## src/rtl/mavg_pkg.sv

```systemverilog
// shared defaults and width helpers for the moving average filter
package mavg_pkg;

  // default sizing
  localparam int MAX_WINDOW_DEF     = 64;
  localparam int DEFAULT_WINDOW_DEF = 8;
  localparam int SAMPLE_BITS_DEF    = 16;

  // window register value after reset
  localparam logic [7:0] RESET_WINDOW_LENGTH = 8'd8;

  // bits for a count that can hold the value n itself
  function automatic int count_bits(input int n);
    return $clog2(n + 1);
  endfunction

endpackage

```

## src/rtl/mavg_div.sv

```systemverilog
// iterative restoring divider, one quotient bit per cycle
module mavg_div #(
  parameter int DVD_BITS = 23,
  parameter int DVS_BITS = 7
) (
  input  logic                clk,
  input  logic                rst_n,
  input  logic                start,
  input  logic [DVD_BITS-1:0] dividend,
  input  logic [DVS_BITS-1:0] divisor,
  output logic                done,
  output logic [DVD_BITS-1:0] quotient
);

  localparam int CNT_BITS = mavg_pkg::count_bits(DVD_BITS);

  logic [DVD_BITS-1:0] quo_r;
  logic [DVS_BITS-1:0] rem_r;
  logic [DVS_BITS-1:0] dvs_r;
  logic [CNT_BITS-1:0] cnt_r;
  logic                done_r;

  logic [DVS_BITS:0]   rem_sh;
  logic [DVS_BITS:0]   diff;
  logic                take;

  // trial subtract of the shifted remainder
  always_comb begin
    rem_sh = {rem_r, quo_r[DVD_BITS-1]};
    diff   = rem_sh - {1'b0, dvs_r};
    take   = (rem_sh >= {1'b0, dvs_r});
  end

  // control: count down the quotient bits
  always_ff @(posedge clk) begin
    if (!rst_n) begin
      cnt_r  <= '0;
      done_r <= 1'b0;
    end else if (start) begin
      cnt_r  <= CNT_BITS'(DVD_BITS);
      done_r <= 1'b0;
    end else if (cnt_r != '0) begin
      cnt_r <= cnt_r - 1'b1;
      if (cnt_r == CNT_BITS'(1)) begin
        done_r <= 1'b1;
      end
    end
  end

  // datapath: remainder and quotient shift register
  always_ff @(posedge clk) begin
    if (start) begin
      quo_r <= dividend;
      rem_r <= '0;
      dvs_r <= divisor;
    end else if (cnt_r != '0) begin
      quo_r <= {quo_r[DVD_BITS-2:0], take};
      rem_r <= take ? diff[DVS_BITS-1:0] : rem_sh[DVS_BITS-1:0];
    end
  end

  assign done     = done_r;
  assign quotient = quo_r;

endmodule

```

## src/rtl/moving_average_filter_top.sv

```systemverilog
// moving average filter: sample store, running sum and output stage
//
// Each accepted word adds one signed sample to a circular store of the last
// W samples (W from window_length: 0 means DEFAULT_WINDOW, larger than
// MAX_WINDOW means MAX_WINDOW) and returns the running sum divided by the
// fill count, truncated toward zero, with a full flag and the fill count.
// One word is worked on at a time. The store is read at the accept edge, the
// update state then updates the sum and writes the store, and the iterative
// divider then yields one quotient bit per cycle for SAMPLE_BITS +
// clog2(MAX_WINDOW+1) bits (23 at the defaults). The output register is loaded
// once the divider is done and no result waits or the waiting one is taken,
// and the next word can be taken once it is loaded. The output register lets
// the next word enter while a result waits; that word then holds at the end
// of the divider until the waiting result is taken. Writing window_length or
// setting restart empties the filter; no clearing pass runs after reset.
module moving_average_filter_top #(
  parameter int MAX_WINDOW     = mavg_pkg::MAX_WINDOW_DEF,
  parameter int DEFAULT_WINDOW = mavg_pkg::DEFAULT_WINDOW_DEF,
  parameter int SAMPLE_BITS    = mavg_pkg::SAMPLE_BITS_DEF
) (
  input  logic                          clk,
  input  logic                          rst_n,
  // input channel
  input  logic                          in_valid,
  output logic                          in_ready,
  input  logic signed [SAMPLE_BITS-1:0] in_sample_value,
  input  logic                          in_restart,
  // result channel
  output logic                          out_valid,
  input  logic                          out_ready,
  output logic signed [SAMPLE_BITS-1:0] out_average,
  output logic                          out_window_full,
  output logic [7:0]                    out_fill_count,
  // configuration write channel
  input  logic                          cfg_valid,
  output logic                          cfg_ready,
  input  logic [7:0]                    cfg_window_length
);

  localparam int CW   = mavg_pkg::count_bits(MAX_WINDOW);
  localparam int PW   = (MAX_WINDOW > 1) ? $clog2(MAX_WINDOW) : 1;
  localparam int SUMW = SAMPLE_BITS + CW;

  localparam logic [1:0] ST_IDLE   = 2'd0;
  localparam logic [1:0] ST_UPDATE = 2'd1;
  localparam logic [1:0] ST_DIV    = 2'd2;

  // clamp of the requested window
  function automatic logic [CW-1:0] clamp_window(input logic [7:0] raw);
    logic [8:0] w;
    begin
      w = (raw == 8'd0) ? 9'(DEFAULT_WINDOW) : {1'b0, raw};
      if (w > 9'(MAX_WINDOW)) begin
        w = 9'(MAX_WINDOW);
      end
      return w[CW-1:0];
    end
  endfunction

  logic [1:0]                   state_r, state_nxt;
  logic [CW-1:0]                window_r;
  logic signed [SUMW-1:0]       sum_r;
  logic [CW-1:0]                held_r;
  logic [PW-1:0]                wpos_r;
  logic [PW-1:0]                pos_r;
  logic [SAMPLE_BITS-1:0]       sample_r;
  logic [SAMPLE_BITS-1:0]       rd_data_r;
  logic                         neg_r;

  logic                         out_valid_r;
  logic signed [SAMPLE_BITS-1:0] out_average_r;
  logic                         out_window_full_r;
  logic [7:0]                   out_fill_count_r;

  logic [SAMPLE_BITS-1:0]       store_mem [MAX_WINDOW];

  logic                         in_acc;
  logic                         cfg_acc;
  logic                         out_free;
  logic [PW-1:0]                rd_pos;
  logic                         was_full;
  logic signed [SUMW-1:0]       sum_nxt;
  logic [CW-1:0]                held_nxt;
  logic [CW-1:0]                pos_inc;
  logic [PW-1:0]                wpos_nxt;
  logic [SUMW-1:0]              sum_mag;
  logic                         div_start;
  logic                         div_done;
  logic [SUMW-1:0]              div_quo;
  logic [SUMW-1:0]              avg_full;

  // handshakes
  assign in_ready  = (state_r == ST_IDLE);
  assign cfg_ready = 1'b1;
  assign in_acc    = in_valid && in_ready;
  assign cfg_acc   = cfg_valid && cfg_ready;
  assign out_free  = !out_valid_r || out_ready;

  // store position for the incoming word
  always_comb begin
    if (in_restart || (CW'(wpos_r) >= window_r)) begin
      rd_pos = '0;
    end else begin
      rd_pos = wpos_r;
    end
  end

  // running sum update with the oldest sample leaving once full
  always_comb begin
    was_full = (held_r >= window_r);
    sum_nxt  = sum_r + SUMW'($signed(sample_r));
    if (was_full) begin
      sum_nxt = sum_nxt - SUMW'($signed(rd_data_r));
    end
    held_nxt = was_full ? held_r : held_r + 1'b1;
    pos_inc  = CW'(pos_r) + 1'b1;
    wpos_nxt = (pos_inc >= window_r) ? '0 : pos_inc[PW-1:0];
    sum_mag  = sum_nxt[SUMW-1] ? SUMW'(-sum_nxt) : SUMW'(sum_nxt);
  end

  assign div_start = (state_r == ST_UPDATE);

  // state sequencing
  always_comb begin
    state_nxt = state_r;
    unique case (state_r)
      ST_IDLE: begin
        if (in_acc) begin
          state_nxt = ST_UPDATE;
        end
      end
      ST_UPDATE: begin
        state_nxt = ST_DIV;
      end
      ST_DIV: begin
        if (div_done && out_free) begin
          state_nxt = ST_IDLE;
        end
      end
      default: begin
        state_nxt = ST_IDLE;
      end
    endcase
  end

  // filter control state
  always_ff @(posedge clk) begin
    if (!rst_n) begin
      state_r  <= ST_IDLE;
      window_r <= clamp_window(mavg_pkg::RESET_WINDOW_LENGTH);
      sum_r    <= '0;
      held_r   <= '0;
      wpos_r   <= '0;
    end else begin
      state_r <= state_nxt;
      if (cfg_acc) begin
        window_r <= clamp_window(cfg_window_length);
        sum_r    <= '0;
        held_r   <= '0;
        wpos_r   <= '0;
      end else if (in_acc && in_restart) begin
        sum_r  <= '0;
        held_r <= '0;
      end else if (state_r == ST_UPDATE) begin
        sum_r  <= sum_nxt;
        held_r <= held_nxt;
        wpos_r <= wpos_nxt;
      end
    end
  end

  // word capture and sign of the quotient
  always_ff @(posedge clk) begin
    if (in_acc) begin
      pos_r    <= rd_pos;
      sample_r <= in_sample_value;
    end
    if (state_r == ST_UPDATE) begin
      neg_r <= sum_nxt[SUMW-1];
    end
  end

  // sample store read port
  always_ff @(posedge clk) begin
    if (in_acc) begin
      rd_data_r <= store_mem[rd_pos];
    end
  end

  // sample store write port
  always_ff @(posedge clk) begin
    if (state_r == ST_UPDATE) begin
      store_mem[pos_r] <= sample_r;
    end
  end

  // divider for sum over fill count
  mavg_div #(
    .DVD_BITS (SUMW),
    .DVS_BITS (CW)
  ) u_div (
    .clk      (clk),
    .rst_n    (rst_n),
    .start    (div_start),
    .dividend (sum_mag),
    .divisor  (held_nxt),
    .done     (div_done),
    .quotient (div_quo)
  );

  assign avg_full = neg_r ? (~div_quo + 1'b1) : div_quo;

  // output register
  always_ff @(posedge clk) begin
    if (!rst_n) begin
      out_valid_r <= 1'b0;
    end else if (state_r == ST_DIV && div_done && out_free) begin
      out_valid_r <= 1'b1;
    end else if (out_ready) begin
      out_valid_r <= 1'b0;
    end
  end

  always_ff @(posedge clk) begin
    if (state_r == ST_DIV && div_done && out_free) begin
      out_average_r     <= avg_full[SAMPLE_BITS-1:0];
      out_window_full_r <= (held_r >= window_r);
      out_fill_count_r  <= 8'(held_r);
    end
  end

  assign out_valid       = out_valid_r;
  assign out_average     = out_average_r;
  assign out_window_full = out_window_full_r;
  assign out_fill_count  = out_fill_count_r;

endmodule

```

## config.mk

```make
export PLATFORM = sky130hd
export DESIGN_NAME = moving_average_filter_top
export DESIGN_NICKNAME = d
export VERILOG_FILES = /design/src/rtl/mavg_pkg.sv /design/src/rtl/mavg_div.sv /design/src/rtl/moving_average_filter_top.sv
export SDC_FILE = /design/constraint.sdc
export NUM_CORES = 2
export LEC_CHECK = 0
export BUFFER_PORTS_ARGS = -buffer_cell sky130_fd_sc_hd__buf_2
export CORE_MARGIN = 4
export CORE_UTILIZATION = 68
export DETAILED_ROUTE_END_ITERATION = 10
export HOLD_SLACK_MARGIN = 0.12
export PLACE_DENSITY = 0.85
export SYNTH_ARGS = -nofsm -noshare
export SYNTH_HDL_FRONTEND = slang
export SYNTH_SLANG_ARGS = --single-unit
```

## constraint.sdc

```tcl
create_clock -name clk -period 12.8 [get_ports clk]
set_input_delay 3.2 -clock clk [delete_from_list [all_inputs] [get_ports clk]]
set_output_delay 3.2 -clock clk [all_outputs]
set_load 0.01 [all_outputs]
```

==> run_results.csv <==
group,metric,value,unit
sta,setup_tns,0,ns
clocking,post_cts_buffers,0,
drt,routed_wl,136100,microns
floorplanning,die_area,0.07748,sq mm
pwr,leakage,17.82,nW
grt,grt_pass1_wl,199800,microns
clocking,cts_resized,0,
status,status,"finished, final reports clean",
floorplanning,start_util,69.05,%
setup_path,reg2regPathDepth,22,
drt,vias_per_cell,7.192,
sta,slew_violations,0,
synth,ys.warnings.count,0,
floorplanning,die_w,278.4,microns
sta,slew_headroom,4.399,%
sta,rsz0062_at_grt,"false",
synth,synthTopCellsByCount,"edfxtp_1 (1117), a21oi_1 (287), nand2_1 (258)",
setup_path,crit_start,"in_restart",
floorplanning,pin_count,58,
min_path,hp-class,"flop to flop",
clocking,cts_buffer_depth,3,
pwr,ir_drop,0.0001558,V
clocking,ctsHoldBuffers,0,
drt,drc,0,
job,max_cap_viol_count,0,
synth,synth_area,0.04970,sq mm
placement,io_buffers,55,
clocking,cts-htree-levels,3,
final_layout,nets,3673,
clocking,clock_latency,0.71,ns
synth,synth_edf_count,1117,
synth,ys_seq_area_share,69.87,%
drt,firstDrtPassIters,8,
setup_path,rr_startpoint,"sample_r[0]",
synth,synth.distinct_cells,93,
setup_path,timing.rr.end,"u_div.quotient[12]",
synth,synthCells,3518,
clocking,clockRootBuffer,"clkbuf_16",
grt,antenna_found_initial,3,
setup_path,start_kind,"input port",
setup_path,reg2reg_slack,6.36,ns
sta,min_period,6.836,ns
sta,hold_viol,0,
setup_path,timing_worst_setup_path_type,"input port to flop",
pwr,power_density,156.9,mW/mm^2
setup_path,endpoint,"rd_data_r[3]",
setup_path,critical_path_arrival,7.34,ns
drt,vias,33146,
grt,grt_overflow,0,
drt,post_drt_wl_per_cell,29.53,microns
sta,skew,0.04113,ns
setup_path,end_kind,"flop",
clocking,clkTransAtPathRegs,0.06,ns
setup_path,crit_fanout,62,
synth,syn_avg_cell_area,14.13,sq um
clocking,cts_made_buffers,111,
setup_path,critPathRequiredTime,13.31,ns
floorplanning,core_area,0.07198,sq mm
drt,drtAntennaViolNets,0,
floorplanning,rows,98,
grt,grt_max_degree,91,
clocking,cts_tree,"built",
sta,min_period_over_period,53.41,%
synth,synth.top_cell.area_share,67.49,%
sta,worst-slew-pin-transition,1.416,ns
floorplanning,die_h,278.4,microns
synth,synth_nets,3628,
synth,synth.most_common_cell,"edfxtp_1",
final_layout,post_route_cells_drive_above_1_share,12.41,%
placement,hpwl,77280,microns
clocking,numClockSinks,1176,
final_layout,area_delta_synth_final,10.52,%
synth,yosysTopAreaCell,"edfxtp_1",
sta,fmax,0.1463,GHz
grt,grt_usage,34.29,%
synth,synthFlopType,"edfxtp_1",
placement,pre_cts_ws,5.555,ns
synth,synthArstFlopShare,0,%
sta,fin_ws,5.964,ns
drt,drtIter0Drc,5000,
placement,gp_congestion,0.9071,
synth,synth.area.top_cells,"edfxtp_1 (67%), mux2i_1 (3.4%), a21oi_1 (2.9%)",
synth,ys_ff_latch,1176,
sta,setup_viol,0,
pwr,total_power,8.619,mW
grt,first_global_vias,32400,
==> layer usage <==
metal | up-vias | part of all wire, % | global-route usage (%)
li1 | 13826 | - | -
met1 | 15999 | 34 | 43.30
met2 | 2700 | 47 | 54.61
met3 | 617 | 12 | 7.843
met4 | 4 | 7.5 | 21.19
met5 | - | 0.021 | 0
==> final cells by class <==
type | instances | area, sq um
tap | 950 | 1189
inverter | 93 | 356.6
antenna | 1 | 2.502
sequential | 1176 | 34730
clock inverter | 79 | 923.4
clock buffer | 129 | 2888
multi-input combinational | 2030 | 13840
timing repair buffer | 151 | 996.0
fill | 3956 | 17050
==> registers in the layout, indices dropped and copies added, names as in the netlist, 7 cells and up <==
register        cells
sum_r              23
window_r            7
u_div.rem_r         7
sample_r           16
held_r              7
out_fill_count      7
store_mem        1024
u_div.quotient     23
u_div.dvs_r         7
rd_data_r          16
out_average        16
==> report_power, final <==
| group | switching, mW | internal (mW) | leakage, nW |
|---|---|---|---|
| sequential | 0.0747 | 4.35 | 10.6 |
| clock | 1.43 | 1.98 | 1.88 |
| combinational | 0.533 | 0.251 | 5.36 |
==> how the worst min path moves through the flow <==
| stage | startpoint | end | slack (ns) | cells after the start |
|---|---|---|---|---|
| 2_1_floorplan | u_div.rem_r[6] | u_div.rem_r[6] | 0.43 | 2 |
| 3_3_place_gp | u_div.rem_r[6] | u_div.rem_r[6] | 0.45 | 2 |
| 3_5_place_dp | sum_r[0] | sum_r[0] | 0.46 | 2 |
| 4_1_cts | sum_r[0] | sum_r[0] | 0.47 | 2 |
| 5_1_grt | sum_r[0] | sum_r[0] | 0.50 | 2 |
| 6_report | sum_r[0] | sum_r[0] | 0.47 | 2 |
==> critical path, cell delays in order <==
cell and delay [ns]:
buf_2 0.15, nand2b_1 0.18, nor3_2 0.95, buf_4 0.73
buf_4 0.79, a21oi_1 0.16, a2bb2oi_1 0.19, o211ai_1 0.13
o311ai_0 0.49, nand4_1 0.30
==> cell usage in the layout (no fill, tap or decap), drive strengths merged, types with 8 or more instances in the layout <==
| cell type | synthesis | final |
|---|---|---|
| o21ai | 78 | 78 |
| a21oi | 291 | 291 |
| nand3 | 44 | 44 |
| nor3 | 51 | 51 |
| ha | 77 | 77 |
| nand2 | 260 | 260 |
| or3 | 11 | 11 |
| and2 | 9 | 9 |
| o22ai | 17 | 17 |
| clkbuf | 170 | 129 |
| a31oi | 11 | 11 |
| o311ai | 102 | 102 |
| bufinv | 0 | 18 |
| a2bb2oi | 33 | 33 |
| xnor2 | 46 | 46 |
| a221oi | 49 | 49 |
| edfxtp | 1117 | 1117 |
| xor2 | 25 | 25 |
| o31ai | 12 | 12 |
| a21o | 23 | 23 |
| buf | 49 | 151 |
| inv | 91 | 94 |
| mux2i | 170 | 170 |
| nor2 | 245 | 245 |
| a211oi | 33 | 33 |
| clkinv | 2 | 58 |
| nand4 | 29 | 29 |
| a221o | 18 | 18 |
| mux2 | 49 | 49 |
| o211ai | 145 | 145 |
| or4 | 8 | 8 |
| o221ai | 51 | 51 |
| o21a | 18 | 18 |
| or2 | 9 | 9 |
| dfxtp | 59 | 59 |
| nand2b | 25 | 25 |
| nor2b | 17 | 17 |
==> through the flow <==
stage	util (%)	area [sq um]	hold slack [ns]	cells
finish	76.31	54930	0.4726	4609
global route	76.31	54930	0.4958	4608
CTS	76.31	54920	0.4730	4608
detailed placement	71.01	51110	0.4639	4400
global placement	71.01	51110	0.4453	4400
floorplan	-	49700	0.4344	3518
==> cell families (layout without fill, tap and decap cells) <==
| family | after synthesis | in the layout | synth area share (%) |
|---|---|---|---|
| buffers and inverters | 312 | 452 | 2.480 |
| AOI/OAI and AO/OA | 927 | 927 | 13.08 |
| and+or+nand+nor | 731 | 731 | 6.686 |
| xor gates and xnor gates | 71 | 71 | 1.251 |
| other | 2 | 3 | 0.01511 |
| muxes | 219 | 219 | 4.567 |
| DFF | 1176 | 1176 | 69.87 |
| adders and majority gates | 80 | 80 | 2.059 |
(Power assumes the default switching activity.)
